**config.mk**
```make
export PLATFORM = sky130hd
export DESIGN_NAME = box_smoothing_3x3_clipped_top
export DESIGN_NICKNAME = d
export VERILOG_FILES = /design/src/rtl/bsm3_pkg.sv /design/src/rtl/bsm3_ram.sv /design/src/rtl/box_smoothing_3x3_clipped_top.sv
export SDC_FILE = /design/constraint.sdc
export NUM_CORES = 2
export LEC_CHECK = 0
export BUFFER_PORTS_ARGS = -buffer_cell sky130_fd_sc_hd__buf_4
export CORE_UTILIZATION = 65
export CTS_BUF_LIST = sky130_fd_sc_hd__clkbuf_16
export DETAILED_ROUTE_END_ITERATION = 16
export PLACE_DENSITY_LB_ADDON = 0.15
export RECOVER_POWER = 25
export SYNTH_ARGS = -nofsm -noshare
export SYNTH_HDL_FRONTEND = slang
export SYNTH_SLANG_ARGS = --single-unit
```
**constraint.sdc**
```tcl
create_clock -name clk -period 14.2 [get_ports clk]
set_input_delay 4.26 -clock clk [delete_from_list [all_inputs] [get_ports clk]]
set_output_delay 4.26 -clock clk [all_outputs]
set_load 0.01 [all_outputs]
```
**src/rtl/bsm3_pkg.sv**
```systemverilog
// Shared constants for the clipped 3x3 box smoothing block.
// Holds data widths, sizing and the reciprocal table used to divide sums by counts.
// No dependencies.
package bsm3_pkg;

    localparam int MAX_SIZE  = 64;
    localparam int DATA_W    = 16;
    localparam int POS_W     = 6;
    localparam int SIZE_W    = 7;
    localparam int COL_W     = DATA_W + 2;
    localparam int SUM_W     = DATA_W + 4;
    localparam int MAG_W     = DATA_W + 3;
    localparam int DIV_SHIFT = MAG_W + 4;
    localparam int K_W       = DIV_SHIFT + 1;
    localparam int PROD_W    = MAG_W + K_W;
    localparam int QUOT_W    = DATA_W + 1;
    localparam int CNT_W     = 4;

    // Rounded-up reciprocals scaled by 2**DIV_SHIFT. The rounding error times the largest
    // magnitude stays below 2**DIV_SHIFT, so the shifted product is the exact floor.
    localparam logic [K_W-1:0] K_DIV1 = K_W'(64'd1 << DIV_SHIFT);
    localparam logic [K_W-1:0] K_DIV2 = K_W'(64'd1 << (DIV_SHIFT - 1));
    localparam logic [K_W-1:0] K_DIV3 = K_W'(((64'd1 << DIV_SHIFT) + 64'd2) / 64'd3);
    localparam logic [K_W-1:0] K_DIV4 = K_W'(64'd1 << (DIV_SHIFT - 2));
    localparam logic [K_W-1:0] K_DIV6 = K_W'(((64'd1 << DIV_SHIFT) + 64'd5) / 64'd6);
    localparam logic [K_W-1:0] K_DIV9 = K_W'(((64'd1 << DIV_SHIFT) + 64'd8) / 64'd9);

    // Reciprocal for a neighborhood count. Counts outside the clipped set never occur.
    function automatic logic [K_W-1:0] recip(input logic [CNT_W-1:0] cnt);
        logic [K_W-1:0] k;
        case (cnt)
            4'd1:    k = K_DIV1;
            4'd2:    k = K_DIV2;
            4'd3:    k = K_DIV3;
            4'd4:    k = K_DIV4;
            4'd6:    k = K_DIV6;
            4'd9:    k = K_DIV9;
            default: k = '0;
        endcase
        return k;
    endfunction

endpackage

```
**src/rtl/bsm3_ram.sv**
```systemverilog
// Generic single-clock RAM with one write port and one registered read port.
// Read data updates only when the read enable is high. No dependencies.
module bsm3_ram #(
    parameter int WIDTH = 32,
    parameter int DEPTH = 64
) (
    input  logic                                        clk,
    input  logic                                        we,
    input  logic [((DEPTH > 1) ? $clog2(DEPTH) : 1)-1:0] waddr,
    input  logic [WIDTH-1:0]                            wdata,
    input  logic                                        re,
    input  logic [((DEPTH > 1) ? $clog2(DEPTH) : 1)-1:0] raddr,
    output logic [WIDTH-1:0]                            rdata
);

    logic [WIDTH-1:0] mem_reg [DEPTH];
    logic [WIDTH-1:0] rdata_reg;

    always_ff @(posedge clk)
    begin
        if (we)
        begin
            mem_reg[waddr] <= wdata;
        end
        if (re)
        begin
            rdata_reg <= mem_reg[raddr];
        end
    end

    assign rdata = rdata_reg;

endmodule

```
**src/rtl/box_smoothing_3x3_clipped_top.sv**
```systemverilog
// Top level of the clipped 3x3 box smoothing block.
// Depends on bsm3_pkg (constants, reciprocal table) and bsm3_ram (column history memory).
//
// Usage: a square signed matrix enters as a row-major stream of sample_value requests on
// the in_valid/in_stall channel. Each result request on out_valid/out_stall carries the
// mean of the 3x3 neighborhood of one position, clipped to the matrix edges, truncated
// toward zero, with its row, column and an is_last flag on the final element.
// A result leaves as soon as its neighborhood has arrived: one row and one column behind
// the input, with extra results at the right column and along the last row.
// The side length is written through cfg_valid/cfg_ready/matrix_size; the user must do
// so only while the block is idle, which the block does not enforce. A write restarts the
// matrix. Zero acts as one, values above 64 act as 64. Throughput: one input request per
// cycle while in_stall is low. Requests in the right column or the last row give several
// results, which stall the input until the single divide path has taken them all. The
// result register, the divide stages and the burst register let new input be taken while
// a finished result waits on out_stall. A request passes the stage 1 register, the burst
// register, the divide stages and the result register to out_valid. A memory of 64 words
// holds the two previous rows of each column; each request reads its column when accepted
// and writes it back on leaving the first stage, which waits on a busy burst register.
// Reset clears the position counters and all valid flags and sets the side length to 8.
// When the receiver stalls, results back up through the divide stages into the burst
// register, after which in_stall rises.
module box_smoothing_3x3_clipped_top (
    input  logic                                       clk,
    input  logic                                       rst_n,
    input  logic                                       cfg_valid,
    output logic                                       cfg_ready,
    input  logic [bsm3_pkg::SIZE_W-1:0]                matrix_size,
    input  logic                                       in_valid,
    output logic                                       in_stall,
    input  logic signed [bsm3_pkg::DATA_W-1:0]         sample_value,
    output logic                                       out_valid,
    input  logic                                       out_stall,
    output logic signed [bsm3_pkg::DATA_W-1:0]         mean_value,
    output logic [bsm3_pkg::POS_W-1:0]                 out_row,
    output logic [bsm3_pkg::POS_W-1:0]                 out_col,
    output logic                                       is_last
);

    typedef struct packed {
        logic signed [bsm3_pkg::SUM_W-1:0] sum;
        logic [bsm3_pkg::CNT_W-1:0]        cnt;
        logic [bsm3_pkg::POS_W-1:0]        row;
        logic [bsm3_pkg::POS_W-1:0]        col;
        logic                              last;
    } result_t;

    localparam int RAM_W = 2 * bsm3_pkg::DATA_W;

    // Configuration and position counters.
    logic [bsm3_pkg::POS_W-1:0] last_idx_reg, last_idx_next;
    logic [bsm3_pkg::POS_W-1:0] row_reg, row_next;
    logic [bsm3_pkg::POS_W-1:0] col_reg, col_next;
    logic                       cfg_write;
    logic                       accept;

    // Stage 1: the request whose column history is on the memory output.
    logic                              p1_valid_reg, p1_valid_next;
    logic signed [bsm3_pkg::DATA_W-1:0] p1_sample_reg;
    logic [bsm3_pkg::POS_W-1:0]        p1_row_reg;
    logic [bsm3_pkg::POS_W-1:0]        p1_col_reg;
    logic                              p1_move;

    logic [RAM_W-1:0]                  ram_rdata;
    logic [RAM_W-1:0]                  ram_wdata;
    logic signed [bsm3_pkg::DATA_W-1:0] prev1;
    logic signed [bsm3_pkg::DATA_W-1:0] prev2;

    // Vertical sums of the last two columns, for the full and the last-row window.
    logic signed [bsm3_pkg::COL_W-1:0] vs1_reg, vs2_reg, vp1_reg, vp2_reg;
    logic signed [bsm3_pkg::COL_W-1:0] v_sum, vp_sum;

    logic    r_ge1, r_ge2, c_ge1, c_ge2, r_last, c_last;
    logic [1:0] rf_full, rf_last, cf_mid, cf_end;
    result_t new_entry [4];
    logic [3:0] new_mask;

    // Burst register: up to four results of one request, drained one per cycle on m_ready.
    result_t    burst_reg [4];
    logic [3:0] mask_reg, mask_next;
    logic [3:0] mask_after_pop;
    logic [1:0] pop_idx;
    logic       pop_en;
    result_t    pop_entry;
    logic signed [bsm3_pkg::SUM_W-1:0] pop_neg_sum;

    // Divide stages and result register.
    logic                            m_valid_reg, m_valid_next;
    logic [bsm3_pkg::MAG_W-1:0]      m_mag_reg;
    logic [bsm3_pkg::K_W-1:0]        m_k_reg;
    logic                            m_neg_reg;
    logic [bsm3_pkg::POS_W-1:0]      m_row_reg, m_col_reg;
    logic                            m_last_reg;
    logic                            m_ready, m_adv;
    logic [bsm3_pkg::PROD_W-1:0]     m_prod;

    logic                            p_valid_reg, p_valid_next;
    logic [bsm3_pkg::QUOT_W-1:0]     p_quot_reg;
    logic                            p_neg_reg;
    logic [bsm3_pkg::POS_W-1:0]      p_row_reg, p_col_reg;
    logic                            p_last_reg;
    logic                            p_ready, p_adv;
    logic [bsm3_pkg::QUOT_W-1:0]     p_signed_quot;

    logic                              out_valid_reg, out_valid_next;
    logic signed [bsm3_pkg::DATA_W-1:0] mean_reg;
    logic [bsm3_pkg::POS_W-1:0]        row_out_reg, col_out_reg;
    logic                              last_out_reg;
    logic                              o_ready;

    assign cfg_ready = 1'b1;
    assign cfg_write = cfg_valid && cfg_ready;
    assign in_stall  = p1_valid_reg && !p1_move;
    assign accept    = in_valid && !in_stall;

    // Side length clamp, kept as the index of the last row and column.
    always_comb
    begin
        last_idx_next = last_idx_reg;
        if (cfg_write)
        begin
            if (matrix_size == '0)
            begin
                last_idx_next = '0;
            end
            else if (matrix_size > bsm3_pkg::SIZE_W'(bsm3_pkg::MAX_SIZE))
            begin
                last_idx_next = bsm3_pkg::POS_W'(bsm3_pkg::MAX_SIZE - 1);
            end
            else
            begin
                last_idx_next = bsm3_pkg::POS_W'(matrix_size - 1'b1);
            end
        end
    end

    always_comb
    begin
        row_next = row_reg;
        col_next = col_reg;
        if (cfg_write)
        begin
            row_next = '0;
            col_next = '0;
        end
        else if (accept)
        begin
            if (col_reg == last_idx_reg)
            begin
                col_next = '0;
                row_next = (row_reg == last_idx_reg) ? '0 : row_reg + 1'b1;
            end
            else
            begin
                col_next = col_reg + 1'b1;
            end
        end
    end

    // Each memory word holds the column's values from two rows back and one row back.
    bsm3_ram #(
        .WIDTH (RAM_W),
        .DEPTH (bsm3_pkg::MAX_SIZE)
    ) u_col_ram (
        .clk   (clk),
        .we    (p1_move),
        .waddr (p1_col_reg),
        .wdata (ram_wdata),
        .re    (accept),
        .raddr (col_reg),
        .rdata (ram_rdata)
    );

    assign prev2     = ram_rdata[RAM_W-1:bsm3_pkg::DATA_W];
    assign prev1     = ram_rdata[bsm3_pkg::DATA_W-1:0];
    assign ram_wdata = {prev1, p1_sample_reg};

    // Stage 1: vertical sums and the set of results this request completes.
    always_comb
    begin
        r_ge1  = p1_row_reg != '0;
        r_ge2  = p1_row_reg > bsm3_pkg::POS_W'(1);
        c_ge1  = p1_col_reg != '0;
        c_ge2  = p1_col_reg > bsm3_pkg::POS_W'(1);
        r_last = p1_row_reg == last_idx_reg;
        c_last = p1_col_reg == last_idx_reg;

        v_sum  = bsm3_pkg::COL_W'(p1_sample_reg) + bsm3_pkg::COL_W'(prev1)
               + (r_ge2 ? bsm3_pkg::COL_W'(prev2) : '0);
        vp_sum = bsm3_pkg::COL_W'(p1_sample_reg) + (r_ge1 ? bsm3_pkg::COL_W'(prev1) : '0);

        rf_full = r_ge2 ? 2'd3 : 2'd2;
        rf_last = r_ge1 ? 2'd2 : 2'd1;
        cf_mid  = c_ge2 ? 2'd3 : 2'd2;
        cf_end  = c_ge1 ? 2'd2 : 2'd1;

        // Previous row, previous column.
        new_entry[0].sum  = bsm3_pkg::SUM_W'(v_sum) + bsm3_pkg::SUM_W'(vs1_reg)
                          + (c_ge2 ? bsm3_pkg::SUM_W'(vs2_reg) : '0);
        new_entry[0].cnt  = bsm3_pkg::CNT_W'(rf_full) * bsm3_pkg::CNT_W'(cf_mid);
        new_entry[0].row  = p1_row_reg - 1'b1;
        new_entry[0].col  = p1_col_reg - 1'b1;
        new_entry[0].last = 1'b0;

        // Previous row, this column, at the right edge.
        new_entry[1].sum  = bsm3_pkg::SUM_W'(v_sum)
                          + (c_ge1 ? bsm3_pkg::SUM_W'(vs1_reg) : '0);
        new_entry[1].cnt  = bsm3_pkg::CNT_W'(rf_full) * bsm3_pkg::CNT_W'(cf_end);
        new_entry[1].row  = p1_row_reg - 1'b1;
        new_entry[1].col  = p1_col_reg;
        new_entry[1].last = 1'b0;

        // Last row, previous column.
        new_entry[2].sum  = bsm3_pkg::SUM_W'(vp_sum) + bsm3_pkg::SUM_W'(vp1_reg)
                          + (c_ge2 ? bsm3_pkg::SUM_W'(vp2_reg) : '0);
        new_entry[2].cnt  = bsm3_pkg::CNT_W'(rf_last) * bsm3_pkg::CNT_W'(cf_mid);
        new_entry[2].row  = p1_row_reg;
        new_entry[2].col  = p1_col_reg - 1'b1;
        new_entry[2].last = 1'b0;

        // Last row, last column.
        new_entry[3].sum  = bsm3_pkg::SUM_W'(vp_sum)
                          + (c_ge1 ? bsm3_pkg::SUM_W'(vp1_reg) : '0);
        new_entry[3].cnt  = bsm3_pkg::CNT_W'(rf_last) * bsm3_pkg::CNT_W'(cf_end);
        new_entry[3].row  = p1_row_reg;
        new_entry[3].col  = p1_col_reg;
        new_entry[3].last = 1'b1;

        new_mask = {r_last && c_last, r_last && c_ge1, r_ge1 && c_last, r_ge1 && c_ge1};
    end

    // Burst drain: lowest pending result first keeps row-major order.
    always_comb
    begin
        if (mask_reg[0])
        begin
            pop_idx = 2'd0;
        end
        else if (mask_reg[1])
        begin
            pop_idx = 2'd1;
        end
        else if (mask_reg[2])
        begin
            pop_idx = 2'd2;
        end
        else
        begin
            pop_idx = 2'd3;
        end
        pop_en         = (mask_reg != '0) && m_ready;
        pop_entry      = burst_reg[pop_idx];
        pop_neg_sum    = -pop_entry.sum;
        mask_after_pop = mask_reg & ~(pop_en ? (4'b0001 << pop_idx) : 4'b0000);
        p1_move        = p1_valid_reg && ((new_mask == '0) || (mask_after_pop == '0));
        mask_next      = (p1_move && (new_mask != '0)) ? new_mask : mask_after_pop;
        p1_valid_next  = accept || (p1_valid_reg && !p1_move);
    end

    // Divide pipeline handshakes.
    assign o_ready = !out_valid_reg || !out_stall;
    assign p_ready = !p_valid_reg || o_ready;
    assign p_adv   = p_valid_reg && o_ready;
    assign m_ready = !m_valid_reg || p_ready;
    assign m_adv   = m_valid_reg && p_ready;

    assign m_valid_next   = pop_en || (m_valid_reg && !m_adv);
    assign p_valid_next   = m_adv || (p_valid_reg && !p_adv);
    assign out_valid_next = p_adv || (out_valid_reg && out_stall);

    assign m_prod        = bsm3_pkg::PROD_W'(m_mag_reg) * bsm3_pkg::PROD_W'(m_k_reg);
    assign p_signed_quot = p_neg_reg ? -p_quot_reg : p_quot_reg;

    always_ff @(posedge clk or negedge rst_n)
    begin
        if (!rst_n)
        begin
            last_idx_reg  <= bsm3_pkg::POS_W'(7);
            row_reg       <= '0;
            col_reg       <= '0;
            p1_valid_reg  <= 1'b0;
            mask_reg      <= '0;
            m_valid_reg   <= 1'b0;
            p_valid_reg   <= 1'b0;
            out_valid_reg <= 1'b0;
        end
        else
        begin
            last_idx_reg  <= last_idx_next;
            row_reg       <= row_next;
            col_reg       <= col_next;
            p1_valid_reg  <= p1_valid_next;
            mask_reg      <= mask_next;
            m_valid_reg   <= m_valid_next;
            p_valid_reg   <= p_valid_next;
            out_valid_reg <= out_valid_next;
        end
    end

    // Payload registers.
    always_ff @(posedge clk)
    begin
        if (accept)
        begin
            p1_sample_reg <= sample_value;
            p1_row_reg    <= row_reg;
            p1_col_reg    <= col_reg;
        end
        if (p1_move)
        begin
            vs1_reg <= v_sum;
            vs2_reg <= vs1_reg;
            vp1_reg <= vp_sum;
            vp2_reg <= vp1_reg;
        end
        if (p1_move && (new_mask != '0))
        begin
            for (int i = 0; i < 4; i++)
            begin
                burst_reg[i] <= new_entry[i];
            end
        end
        if (pop_en)
        begin
            m_neg_reg  <= pop_entry.sum[bsm3_pkg::SUM_W-1];
            m_mag_reg  <= pop_entry.sum[bsm3_pkg::SUM_W-1] ?
                          pop_neg_sum[bsm3_pkg::MAG_W-1:0] :
                          pop_entry.sum[bsm3_pkg::MAG_W-1:0];
            m_k_reg    <= bsm3_pkg::recip(pop_entry.cnt);
            m_row_reg  <= pop_entry.row;
            m_col_reg  <= pop_entry.col;
            m_last_reg <= pop_entry.last;
        end
        if (m_adv)
        begin
            p_quot_reg <= m_prod[bsm3_pkg::DIV_SHIFT +: bsm3_pkg::QUOT_W];
            p_neg_reg  <= m_neg_reg;
            p_row_reg  <= m_row_reg;
            p_col_reg  <= m_col_reg;
            p_last_reg <= m_last_reg;
        end
        if (p_adv)
        begin
            mean_reg     <= p_signed_quot[bsm3_pkg::DATA_W-1:0];
            row_out_reg  <= p_row_reg;
            col_out_reg  <= p_col_reg;
            last_out_reg <= p_last_reg;
        end
    end

    assign out_valid  = out_valid_reg;
    assign mean_value = mean_reg;
    assign out_row    = row_out_reg;
    assign out_col    = col_out_reg;
    assign is_last    = last_out_reg;

endmodule
```
==> metrics.md <==
| Metric | Value |
|---|---|
| Failing checks | `max-capacitance violations, max-slew violations` |
| Clock skew | `0.0642 ns` |
| Max-cap violations | `21` |
| Hold_buf cts | `0` |
| Top Ports | `60` |
| Place WS | `3.81 ns` |
| Post-DP HPWL | `156 mm` |
| Worst rel slew slack | `-151%` |
| Number of global-route vias before repair | `58347` |
| Async SR Flop Fraction | `1.07%` |
| Die area | `0.169 sq mm` |
| Num CTS Buffers | `227` |
| CP Data Arrival Time | `6.15 ns` |
| Final setup fails | `0` |
| Drt wl/cell | `32.0 um` |
| Total number of vias | `56496` |
| Initial antenna violation count | `28` |
| Row count | `149` |
| RSZ-0062 raised after global routing | `no` |
| Most used cell, CP | `buf_4` |
| Post-DRT Antenna Nets | `0` |
| Max reg flops | `2048` |
| Drt first pass iters | `5` |
| Ys flop type | `edfxtp_1` |
| Tcrit/Tclk final | `73.3%` |
| Clock Tree Buf Depth | `3` |
| Post-route cell area | `0.120 sq mm` |
| Commonest non-fill, non-tap cells in the layout | `2399 x edfxtp_1, 672 x mux4_2, 488 x inv_1, 286 x fa_1, 278 x ha_1` |
| Crit path cell chain | `buf_4 -> nand3_1 -> nor2_1 -> o21ai_0 -> a21oi_1 -> inv_1 -> nor3_1 -> buf_4` |
| Min Clock Period, post-route | `10.41 ns` |
| Synthesis-to-layout area growth | `10.1%` |
| DR vias/cell | `6.70` |
| Clock Latency Late Sink | `0.89 ns` |
| Critical R2R Launch | `p1_sample_reg[1]` |
| WP buf/inv | `3` |
| Seq cells post-synth | `2425` |
| R2r endpoint | `burst_reg[0][34]` |
| Reg2Reg Setup Slack | `4.58 ns` |
| Final hold vios | `0` |
| Outcome | `finished, violations left` |
| Input/output buffers | `58` |
| FF-to-FF path depth | `27` |
| Grt ovf | `0` |
| Worst-path clk slew | `0.06 ns` |
| Synth warn | `0` |
| CTS tree | `done` |
| Hold Path Depth | `0` |
| DR iter-0 viols | `7007` |
| Cts repair resizes | `0` |
| First-pass GRT wire length | `392 mm` |
| Transition time of the tightest slew-check pin | `3.77 ns` |
| Kind of critical path | `in -> out` |
| Fin. max-slew vios | `1339` |
| Syn avg cell area | `18.7 sq um` |
| Number of synthesized flops with an enable pin | `2399` |
| Most common cell after layout, fill and taps aside | `edfxtp_1` |
| Worst Hold Endpoint | `p_row_reg[0]` |
| Cell variety after synth | `88` |
| Crit-path slowest cell | `nor3_1` |
| Layout Nets | `6643` |
| Crit start category | `input pin` |
| Register area share after synthesis | `66.7%` |
| Initial Util | `65.8%` |
| Final GP Congestion | `0.922` |
| Post-Syn Area | `0.109 sq mm` |
| Total Wirelength | `270 mm` |
| Clk sink count | `2425` |
| CTS H-tree lvls | `4` |
| Share of cells above drive strength 1 | `20.6%` |
| CP top delay family | `simple AND/OR/NAND/NOR gates` |
| DRC violations left | `0` |
| Post-route setup slack | `3.79 ns` |
| Cells after Synth | `5841` |
| Worst Hold Class | `reg -> reg` |
| Min-delay src | `m_row_reg[0]` |
| Die W | `412 um` |
| Crit. End Element | `primary output` |
| Sum Neg Setup Slack | `0 ns` |
| Placed inst area | `0.113 sq mm` |
| Die height | `412 um` |
| Critical Path RT | `9.94 ns` |
| Core ar. | `0.166 sq mm` |
| Max FO, Critical Path | `5` |
| Largest net degree at the start of global routing | `161` |
| Root Driver | `clkbuf_16` |
| Total track usage | `32.7%` |
| Max Fclk | `0.0961 GHz` |
| Crit-path max cell delay | `0.54 ns` |
| WHS | `0.419 ns` |
| # Post-CTS Setup Buffers | `0` |
==> worst max path at each step <==
stage / depth (start not counted) / from / slack, ns / end
6_report: 8 / out_stall / 3.79 / in_stall
4_1_cts: 8 / out_stall / 3.79 / in_stall
5_1_grt: 8 / out_stall / 3.60 / in_stall
3_5_place_dp: 8 / out_stall / 3.81 / in_stall
3_3_place_gp: 8 / out_stall / 3.77 / in_stall
2_1_floorplan: 7 / out_stall / 3.80 / burst_reg[0][14]
==> cells by family after synthesis <==
group,Yosys count,synth area share (%)
multiplexers,724,14.4
other,2,0.00689
buffers and inverters,655,2.38
adder cells (fa/ha/maj),566,8.46
AO/OA/AOI/OAI,465,2.76
XOR/XNOR,210,1.69
AND/OR/NAND/NOR,794,3.66
flip-flops,2425,66.7
==> stage by stage <==
step	utilization, %	cells
floorplan	-	5842
global placement	68.1	8011
detailed placement	68.1	8011
CTS	72.5	8422
global route	72.4	8423
finish	72.4	8426
==> Yosys cell counts, types with 15 or more instances <==
cell / count / area, sq um
a21oi_1: 151 / 756
o21a_1: 15 / 113
ha_1: 278 / 3480
dfrtp_1: 23 / 576
nor2b_1: 62 / 388
xnor2_1: 140 / 1230
nor3_1: 38 / 190
and3_1: 23 / 144
mux4_2: 672 / 15100
and2_1: 168 / 1050
buf_2: 46 / 230
buf_1: 33 / 124
or3_1: 18 / 113
inv_1: 443 / 1660
nand3_1: 41 / 205
o31ai_1: 25 / 188
fa_1: 286 / 5730
clkbuf_1: 112 / 420
nor2_1: 202 / 758
edfxtp_1: 2399 / 72000
mux2i_1: 30 / 300
nand2b_1: 22 / 138
xor2_1: 70 / 613
a31oi_1: 15 / 93.8
a211oi_1: 22 / 165
nand2_1: 164 / 616
a21o_1: 51 / 383
o21ai_0: 88 / 440
mux2_2: 22 / 248
==> worst reg2reg max path: cells and delay by family (launching register included) <==
kind,cells,cell delay (ns)
compound gates,11,2.46
simple gates,6,1.37
fa+ha+maj,4,1.48
xor+xnor,4,0.61
buf+inv,2,3.11
flops,1,0.32
==> layout make-up <==
cell class	instances	area (sq um)
Antenna cell	4	10.0
Clock buffer	228	5710
Clock inverter	183	1540
Fill cell	9604	45700
Inverter	446	1680
Multi-Input combinational cell	2762	34300
Sequential cell	2425	72700
Tap cell	2189	2740
Timing Repair Buffer	189	1400
==> metal layers <==
metal	up-vias	GRT usage [%]	routed length, um	share of wire, %
met1	29439	44.6	99200	37
met5	-	0	34	0.013
li1	23221	-	-	-
met2	3325	52.8	132000	49
met4	6	12.4	10200	3.8
met3	505	6.67	27700	10
Power is left out: the tool's default activity adds up to more than one toggle a clock period on the data nets, which glitch-free logic cannot reach.
